File: src/pftt_pkg.sv
// shared types and constants for the periodic flag timer table
// no dependencies; imported by every module of the block
package pftt_pkg;

   localparam int NUM_TIMERS_DEFAULT = 8;

   localparam int QUEUE_DEPTH = 2;
   localparam int QPTR_W      = $clog2(QUEUE_DEPTH);
   localparam int QCNT_W      = $clog2(QUEUE_DEPTH + 1);

   localparam logic [1:0] KIND_TICK   = 2'd0;
   localparam logic [1:0] KIND_CREATE = 2'd1;
   localparam logic [1:0] KIND_ACK    = 2'd2;
   localparam logic [1:0] KIND_QUERY  = 2'd3;

   localparam logic [1:0] ST_OK        = 2'd0;
   localparam logic [1:0] ST_PENDING   = 2'd1;
   localparam logic [1:0] ST_NOT_FOUND = 2'd2;
   localparam logic [1:0] ST_FULL      = 2'd3;

   typedef struct packed {
      logic [1:0]  kind;
      logic [15:0] interval;
      logic [7:0]  timer_id;
      logic        id_ok;
   } cmd_type;

   typedef struct packed {
      logic [1:0] status;
      logic [2:0] assigned_id;
      logic [7:0] pending_mask;
   } rsp_type;

endpackage

File: src/periodic_flag_timer_table.sv
// Periodic flag timer table with queue-style request and result ports. Each
// request gives exactly one result, in order. Create, acknowledge and query
// are executed directly in the execution unit; a tick walks the created
// timers through the countdown table, one timer per cycle, with one read per
// cycle and a write only for timers that are not pending, and gives its
// result after the last one (without a walk when no timers are created).
// A two-entry command queue and a two-entry result queue sit on either side,
// so requests keep being taken while results wait to be popped; no clearing
// pass follows reset.
module periodic_flag_timer_table #(
   parameter int NUM_TIMERS = pftt_pkg::NUM_TIMERS_DEFAULT
) (
   input  logic        clock,
   input  logic        reset,
   input  logic        req_push,
   output logic        req_full,
   input  logic [1:0]  req_kind,
   input  logic [15:0] req_interval,
   input  logic [7:0]  req_timer_id,
   output logic        rsp_empty,
   input  logic        rsp_pop,
   output logic [1:0]  rsp_status,
   output logic [2:0]  rsp_assigned_id,
   output logic [7:0]  rsp_pending_mask
);
   import pftt_pkg::*;

   cmd_type                    cmd;
   logic                       cmd_valid;
   logic                       cmd_pop;
   rsp_type                    rsp_new;
   rsp_type                    rsp_out;
   logic [$bits(rsp_type)-1:0] rsp_flat;
   logic                       rsp_push;
   logic                       rsp_full;

   pftt_front #(
      .NUM_TIMERS(NUM_TIMERS)
   ) u_front (
      .clock       (clock),
      .reset       (reset),
      .req_push    (req_push),
      .req_full    (req_full),
      .req_kind    (req_kind),
      .req_interval(req_interval),
      .req_timer_id(req_timer_id),
      .cmd_pop     (cmd_pop),
      .cmd_valid   (cmd_valid),
      .cmd         (cmd)
   );

   pftt_back #(
      .NUM_TIMERS(NUM_TIMERS)
   ) u_back (
      .clock    (clock),
      .reset    (reset),
      .cmd_valid(cmd_valid),
      .cmd      (cmd),
      .cmd_pop  (cmd_pop),
      .rsp_room (!rsp_full),
      .rsp_push (rsp_push),
      .rsp      (rsp_new)
   );

   pftt_fifo #(
      .WIDTH($bits(rsp_type))
   ) u_rsp_queue (
      .clock    (clock),
      .reset    (reset),
      .push     (rsp_push),
      .push_data(rsp_new),
      .full     (rsp_full),
      .pop      (rsp_pop),
      .pop_data (rsp_flat),
      .empty    (rsp_empty)
   );

   assign rsp_out          = rsp_type'(rsp_flat);
   assign rsp_status       = rsp_out.status;
   assign rsp_assigned_id  = rsp_out.assigned_id;
   assign rsp_pending_mask = rsp_out.pending_mask;

`ifndef SYNTHESIS
   // a result transfer into the result queue never meets a full queue
   a_rsp_push_room: assert property (@(posedge clock) disable iff (reset)
      rsp_push |-> !rsp_full)
      else $error("result pushed into full queue");

   // commands are only taken from a nonempty command queue
   a_cmd_pop_valid: assert property (@(posedge clock) disable iff (reset)
      cmd_pop |-> cmd_valid)
      else $error("command popped from empty queue");

   // a result is only produced while a command is taken or a tick walk runs
   a_rsp_with_cmd: assert property (@(posedge clock) disable iff (reset)
      (rsp_push && !cmd_pop) |-> $past(!cmd_pop || (cmd.kind == KIND_TICK)))
      else $error("result without command");

   // in the cycle after reset both queues are empty
   a_reset_empty: assert property (@(posedge clock)
      $past(reset) |-> (rsp_empty && !cmd_valid))
      else $error("queues not empty after reset");
`endif

endmodule

File: src/pftt_fifo.sv
// small first-in first-out queue of flat words
// depends on pftt_pkg for the depth and pointer widths
module pftt_fifo #(
   parameter int WIDTH = 8
) (
   input  logic             clock,
   input  logic             reset,
   input  logic             push,
   input  logic [WIDTH-1:0] push_data,
   output logic             full,
   input  logic             pop,
   output logic [WIDTH-1:0] pop_data,
   output logic             empty
);
   import pftt_pkg::*;

   logic [WIDTH-1:0]  data_ff [QUEUE_DEPTH];
   logic [QPTR_W-1:0] wr_ptr_ff, wr_ptr_in;
   logic [QPTR_W-1:0] rd_ptr_ff, rd_ptr_in;
   logic [QCNT_W-1:0] count_ff, count_in;
   logic              do_push, do_pop;

   assign full     = (count_ff == QCNT_W'(QUEUE_DEPTH));
   assign empty    = (count_ff == '0);
   assign do_push  = push && !full;
   assign do_pop   = pop && !empty;
   assign pop_data = data_ff[rd_ptr_ff];

   always_comb begin
      wr_ptr_in = wr_ptr_ff;
      rd_ptr_in = rd_ptr_ff;
      count_in  = count_ff;
      if (do_push) begin
         wr_ptr_in = wr_ptr_ff + QPTR_W'(1);
      end
      if (do_pop) begin
         rd_ptr_in = rd_ptr_ff + QPTR_W'(1);
      end
      if (do_push && !do_pop) begin
         count_in = count_ff + QCNT_W'(1);
      end else if (do_pop && !do_push) begin
         count_in = count_ff - QCNT_W'(1);
      end
   end

   always_ff @(posedge clock) begin
      if (reset) begin
         wr_ptr_ff <= '0;
         rd_ptr_ff <= '0;
         count_ff  <= '0;
      end else begin
         wr_ptr_ff <= wr_ptr_in;
         rd_ptr_ff <= rd_ptr_in;
         count_ff  <= count_in;
      end
   end

   always_ff @(posedge clock) begin
      if (do_push) begin
         data_ff[wr_ptr_ff] <= push_data;
      end
   end

endmodule

File: src/pftt_front.sv
// front end: takes request transfers, classifies them and queues commands
// depends on pftt_pkg and pftt_fifo
module pftt_front #(
   parameter int NUM_TIMERS = pftt_pkg::NUM_TIMERS_DEFAULT
) (
   input  logic              clock,
   input  logic              reset,
   input  logic              req_push,
   output logic              req_full,
   input  logic [1:0]        req_kind,
   input  logic [15:0]       req_interval,
   input  logic [7:0]        req_timer_id,
   input  logic              cmd_pop,
   output logic              cmd_valid,
   output pftt_pkg::cmd_type cmd
);
   import pftt_pkg::*;

   cmd_type                cmd_new;
   logic [$bits(cmd_type)-1:0] cmd_flat;
   logic                   cmd_empty;

   always_comb begin
      cmd_new.kind     = req_kind;
      cmd_new.interval = req_interval;
      cmd_new.timer_id = req_timer_id;
      // id within the table size at all
      cmd_new.id_ok    = (req_timer_id < 8'(NUM_TIMERS));
   end

   pftt_fifo #(
      .WIDTH($bits(cmd_type))
   ) u_cmd_queue (
      .clock    (clock),
      .reset    (reset),
      .push     (req_push),
      .push_data(cmd_new),
      .full     (req_full),
      .pop      (cmd_pop),
      .pop_data (cmd_flat),
      .empty    (cmd_empty)
   );

   assign cmd_valid = !cmd_empty;
   assign cmd       = cmd_type'(cmd_flat);

endmodule

File: src/pftt_back.sv
// back end: executes commands against the timer table and builds results
// depends on pftt_pkg; holds the countdown and reload memories
module pftt_back #(
   parameter int NUM_TIMERS = pftt_pkg::NUM_TIMERS_DEFAULT
) (
   input  logic              clock,
   input  logic              reset,
   input  logic              cmd_valid,
   input  pftt_pkg::cmd_type cmd,
   output logic              cmd_pop,
   input  logic              rsp_room,
   output logic              rsp_push,
   output pftt_pkg::rsp_type rsp
);
   import pftt_pkg::*;

   localparam int IW = (NUM_TIMERS > 1) ? $clog2(NUM_TIMERS) : 1;
   localparam int UW = $clog2(NUM_TIMERS + 1);
   localparam int PW = (NUM_TIMERS > 8) ? NUM_TIMERS : 8;
   localparam int AW = (UW > 3) ? UW : 3;

   localparam logic S_IDLE = 1'b0;
   localparam logic S_WALK = 1'b1;

   logic [15:0]           cnt_mem [NUM_TIMERS];
   logic [15:0]           rel_mem [NUM_TIMERS];
   logic [15:0]           cnt_rd_ff, rel_rd_ff;

   logic                  state_ff, state_in;
   logic [IW-1:0]         idx_ff, idx_in;
   logic [UW-1:0]         in_use_ff, in_use_in;
   logic [NUM_TIMERS-1:0] pend_ff, pend_in;

   logic [IW-1:0]         rd_addr;
   logic                  cnt_wr_en, rel_wr_en;
   logic [IW-1:0]         wr_addr;
   logic [15:0]           cnt_wr_data;
   logic [15:0]           rel_wr_data;

   logic                  found;
   logic [PW-1:0]         pend_pad;
   logic [AW-1:0]         slot_pad;

   assign found    = cmd.id_ok && (cmd.timer_id < 8'(in_use_ff));
   assign pend_pad = PW'(pend_in);
   assign slot_pad = AW'(in_use_ff);

   always_comb begin
      state_in        = state_ff;
      idx_in          = idx_ff;
      in_use_in       = in_use_ff;
      pend_in         = pend_ff;
      rd_addr         = idx_ff;
      cnt_wr_en       = 1'b0;
      rel_wr_en       = 1'b0;
      wr_addr         = idx_ff;
      cnt_wr_data     = cmd.interval;
      rel_wr_data     = cmd.interval;
      cmd_pop         = 1'b0;
      rsp_push        = 1'b0;
      rsp.status      = ST_OK;
      rsp.assigned_id = '0;
      unique case (state_ff)
         S_IDLE: begin
            if (cmd_valid && rsp_room) begin
               cmd_pop = 1'b1;
               unique case (cmd.kind)
                  KIND_TICK: begin
                     if (in_use_ff == '0) begin
                        rsp_push = 1'b1;
                     end else begin
                        state_in = S_WALK;
                        idx_in   = '0;
                        rd_addr  = '0;
                     end
                  end
                  KIND_CREATE: begin
                     rsp_push = 1'b1;
                     if (in_use_ff != UW'(NUM_TIMERS)) begin
                        cnt_wr_en        = 1'b1;
                        rel_wr_en        = 1'b1;
                        wr_addr          = in_use_ff[IW-1:0];
                        pend_in[wr_addr] = 1'b0;
                        in_use_in        = in_use_ff + UW'(1);
                        rsp.assigned_id  = slot_pad[2:0];
                     end else begin
                        rsp.status = ST_FULL;
                     end
                  end
                  KIND_ACK: begin
                     rsp_push = 1'b1;
                     if (found) begin
                        pend_in[cmd.timer_id[IW-1:0]] = 1'b0;
                     end else begin
                        rsp.status = ST_NOT_FOUND;
                     end
                  end
                  KIND_QUERY: begin
                     rsp_push = 1'b1;
                     if (!found) begin
                        rsp.status = ST_NOT_FOUND;
                     end else if (pend_ff[cmd.timer_id[IW-1:0]]) begin
                        rsp.status = ST_PENDING;
                     end
                  end
                  default: begin
                  end
               endcase
            end
         end
         S_WALK: begin
            // one timer per cycle, read data for idx_ff is in cnt_rd_ff/rel_rd_ff
            if (!pend_ff[idx_ff]) begin
               cnt_wr_en = 1'b1;
               if (cnt_rd_ff != 16'd0) begin
                  cnt_wr_data = cnt_rd_ff - 16'd1;
               end else begin
                  cnt_wr_data     = rel_rd_ff;
                  pend_in[idx_ff] = 1'b1;
               end
            end
            if ((UW'(idx_ff) + UW'(1)) == in_use_ff) begin
               rsp_push = 1'b1;
               state_in = S_IDLE;
            end else begin
               idx_in  = idx_ff + IW'(1);
               rd_addr = idx_ff + IW'(1);
            end
         end
         default: begin
            state_in = S_IDLE;
         end
      endcase
      rsp.pending_mask = pend_pad[7:0];
   end

   always_ff @(posedge clock) begin
      if (reset) begin
         state_ff  <= S_IDLE;
         idx_ff    <= '0;
         in_use_ff <= '0;
         pend_ff   <= '0;
      end else begin
         state_ff  <= state_in;
         idx_ff    <= idx_in;
         in_use_ff <= in_use_in;
         pend_ff   <= pend_in;
      end
   end

   always_ff @(posedge clock) begin
      if (cnt_wr_en) begin
         cnt_mem[wr_addr] <= cnt_wr_data;
      end
      cnt_rd_ff <= cnt_mem[rd_addr];
   end

   always_ff @(posedge clock) begin
      if (rel_wr_en) begin
         rel_mem[wr_addr] <= rel_wr_data;
      end
      rel_rd_ff <= rel_mem[rd_addr];
   end

endmodule
File: config.mk
export PLATFORM = sky130hd
export DESIGN_NAME = periodic_flag_timer_table
export DESIGN_NICKNAME = d
export VERILOG_FILES = /design/src/pftt_pkg.sv /design/src/periodic_flag_timer_table.sv /design/src/pftt_fifo.sv /design/src/pftt_front.sv /design/src/pftt_back.sv
export SDC_FILE = /design/constraint.sdc
export NUM_CORES = 1
export LEC_CHECK = 0
export ABC_AREA = 1
export BUFFER_PORTS_ARGS = -buffer_cell sky130_fd_sc_hd__clkbuf_2
export CAP_MARGIN = 5
export CORE_MARGIN = 5
export CORE_UTILIZATION = 47
export CTS_CLUSTER_SIZE = 14
export DETAILED_ROUTE_END_ITERATION = 8
export GPL_ROUTABILITY_DRIVEN = 0
export PLACE_DENSITY = 0.69
export REMOVE_ABC_BUFFERS = 1
export SLEW_MARGIN = 5
export SYNTH_ARGS = -nofsm -noshare
export SYNTH_HDL_FRONTEND = slang
export SYNTH_SLANG_ARGS = --single-unit
File: constraint.sdc
create_clock -name clock -period 4.1 [get_ports clock]
set_input_delay 0.82 -clock clock [delete_from_list [all_inputs] [get_ports clock]]
set_output_delay 0.82 -clock clock [all_outputs]
set_load 0.01 [all_outputs]
==> results by group <==
Clocking
  • # H-tree levels: 2
  • Clock Path Buffers: 3
  • Num Clock Sinks: 394
  • CTS tree: done
  • Clock buffer count from CTS: 40
  • Clk_lat worst skew: 0.55 ns
  • CTS root buffer: clkbuf_16
  • Post-CTS Setup Repair Bufs: 0
  • Reg clk slew, reported paths: 0.06 ns
  • Cts repair resizes: 0
  • Hold buffers post-CTS: 0

Timing
  • Hold Violations, Final: 0
  • Max Freq: 298 MHz
  • Tmin final: 3.36 ns
  • Normalized max-slew margin: 0.410
  • Fin crit share: 0.819
  • Layout Skew: 0.0200 ns
  • Slew @ Worst Pin: 0.875 ns
  • RSZ-0062 raised after global routing: false
  • Pins Over Slew Limit: 0
  • Final setup fails: 0

Synth
  • Predominant post-synthesis flop cell: edfxtp_1
  • Mapped Cells: 1,747
  • Netlist cell types: 42
  • Post-synth ARST share: 0
  • Post-synth top cells: nand2_1 (445), edfxtp_1 (336), inv_1 (275), nand3_1 (259), nor2_1 (69)
  • Syn Area/Cell: 10.0 um^2
  • Largest area contributor in the netlist: edfxtp_1
  • Synth Register Bits: 394
  • Yosys warning total: 0
  • Count leader, synth: nand2_1
  • Register area share after synthesis: 0.643
  • Largest cells by area after synthesis: edfxtp_1 (58%), nand2_1 (9.6%), nand3_1 (7.4%)
  • Top-area cell type share of the netlist area: 0.577
  • Synthesized area: 17,500 um^2
  • EDFF count, synth: 336

Final layout
  • Nets: 1,829
  • Share of layout cells above drive strength 1: 0.105
  • Final Core Density: 0.529
  • Register area: 11,300 um^2
  • # diodes: 0
  • Area delta synth->final: 11.1%
  • Area occupied by multi-input gates: 4780 um^2
  • Filler instances: 3,115

Routing
  • Met3 wire len: 2350 um
  • DRC violations left: 0
  • DR vias/cell: 5.20
  • Detail Route met2 WL: 18,300 um
  • Met1 wire length: 17,200 um
  • Wirelength per Cell: 16.8 um
  • Antenna Violating Nets Remaining: 0
  • Highest metal used: met4
  • Via count: 11,900
  • DR iter-0 viols: 1,066
  • WL final: 38,500 um
  • Drt first pass iters: 5

Worst hold path
  • Worst Hold Depth: 1
  • Hold EP: u_front.u_cmd_queue.data_ff[1][16]
  • Hold Path Class: input pin to flip-flop
  • Hold Startpoint: req_interval[7]

Power
  • VDD IR max: 0.497 mV
  • Power density cells: 601 nW/um^2
  • Pwr Total: 0.0117 W
  • LEAKAGE: 8.15 nW

Placed design
  • Port Buffers: 44
  • DP HPWL: 23,300 um

Critical path
  • Worst EP required: 4.31 ns
  • R2R cell count: 10
  • Crit Path Category: flip-flop to flip-flop
  • Worst-path fanout max: 22
  • Worst r2r dst: u_back.cnt_mem[7][11]
  • Worst R2R Setup Slack: 0.74 ns
  • Worst setup EP type: flip-flop
  • Critical path arrival: 3.56 ns
  • Startpoint Class: flip-flop

GRT
  • Largest net degree at the start of global routing: 130
  • Antenna violations before repair: 0
  • Grt ovf: 0
  • First-pass GRT wire length: 61,700 um
  • Global router's overall resource usage: 0.185
  • Vias in the first global route: 11,600

Floorplanning
  • Cell row count: 70
  • Die width: 203 um
  • Starting Density: 0.477
  • Core box area: 36,700 um^2
  • Die height: 203 um
  • Ports: 45
  • Die ar.: 41,200 um^2

Run status
  • Outcome: finished, final reports clean

Run
  • Maxcap violations: 0
==> placed cells by master (no fill, tap or decap), types with 3 or more instances in the layout <==
| master | instances |
|---|---|
| a21oi_1 | 33 |
| buf_4 | 30 |
| clkbuf_1 | 10 |
| clkbuf_16 | 40 |
| clkbuf_2 | 44 |
| clkbuf_8 | 6 |
| clkinv_1 | 5 |
| clkinv_2 | 8 |
| clkinv_8 | 3 |
| dfxtp_1 | 58 |
| edfxtp_1 | 336 |
| ha_1 | 14 |
| inv_1 | 275 |
| inv_2 | 12 |
| mux2_2 | 13 |
| nand2_1 | 445 |
| nand2_4 | 3 |
| nand3_1 | 258 |
| nand3b_1 | 38 |
| nand4_1 | 6 |
| nor2_1 | 66 |
| nor2_2 | 7 |
| nor3_1 | 8 |
| o211ai_1 | 10 |
| o21a_1 | 3 |
| o21ai_0 | 28 |
| o21bai_1 | 4 |
| o22ai_1 | 6 |
| or2_2 | 13 |
| xnor2_1 | 5 |
| xor2_1 | 5 |
==> through the flow <==
stage	hold WS (ns)	instance area, um^2	setup TNS (ns)	setup WS, ns	instances
3_3_place_gp	0.470	18200	0	0.919	2211
4_1_cts	0.444	19400	0	0.722	2285
6_report	0.463	19400	0	0.744	2285
2_1_floorplan	0.454	17100	-35.51	-0.961	1667
5_1_grt	0.451	19400	0	0.438	2285
3_5_place_dp	0.476	18200	0	0.748	2211
==> metal layers <==
metal,vias to the layer above,GRT usage
met1,5619,0.259
met3,63,0.0257
met2,387,0.309
met5,-,0
met4,0,0.0441
li1,5806,-
==> power breakdown <==
group          internal, W  total [W]  switching (W)
sequential         0.00524    0.00550       0.000256
clock              0.00193    0.00342        0.00150
combinational     0.000816    0.00276        0.00195
total              0.00799     0.0117        0.00370
==> worst max-delay path by stage <==
stage                         start                     to  slack [ns]  cells after the start
after detailed placement  flip-flop  u_back.cnt_mem[7][14]        0.75                     10
after global placement    flip-flop  u_back.cnt_mem[7][15]        0.92                     10
after CTS                 flip-flop   u_back.cnt_mem[7][8]        0.72                     10
after floorplan           flip-flop    u_back.cnt_rd_ff[0]       -0.96                     14
final                     flip-flop  u_back.cnt_mem[7][11]        0.74                     10
after global routing      flip-flop   u_back.cnt_mem[3][0]        0.44                     11
==> worst max-delay path, stage by stage (launching register included) <==
cell,delay [ns]
dfxtp_1,0.33
buf_4,0.21
o21ai_0,0.41
ha_1,0.42
inv_1,0.13
nor3_2,0.34
inv_1,0.25
o21ai_1,0.28
nand2_1,0.17
nor3b_2,0.17
buf_4,0.30
==> cells by family after synthesis <==
logic type | share of synthesized area
xor gates and xnor gates | 0.00501
muxes | 0.00837
DFF | 0.643
AOI/OAI and AO/OA | 0.0308
and+or+nand+nor | 0.217
adders and majority gates | 0.0100
buffers and inverters | 0.0854
==> flip-flops by register name, indices dropped and copies added (netlist names), 2 cells and up, named ones only <==
name and flops:
u_back.cnt_mem 128, u_back.rel_mem 128, u_front.u_cmd_queue.data_ff 54, u_rsp_queue.data_ff 26, u_back.cnt_rd_ff 16, u_back.rel_rd_ff 16, u_back.pend_ff 8, u_back.in_use_ff 4
u_back.idx_ff 3, u_front.u_cmd_queue.count_ff 2, u_rsp_queue.count_ff 2
==> final cells by class <==
class,instances,area share
sequential,394,0.579
multi-input combinational,985,0.246
inverter,288,0.0556
clock inverter,18,0.00657
tap,468,0.0301
timing repair buffer,76,0.0250
clock buffer,56,0.0577
No activity file was read; power rests on OpenSTA's default activity.
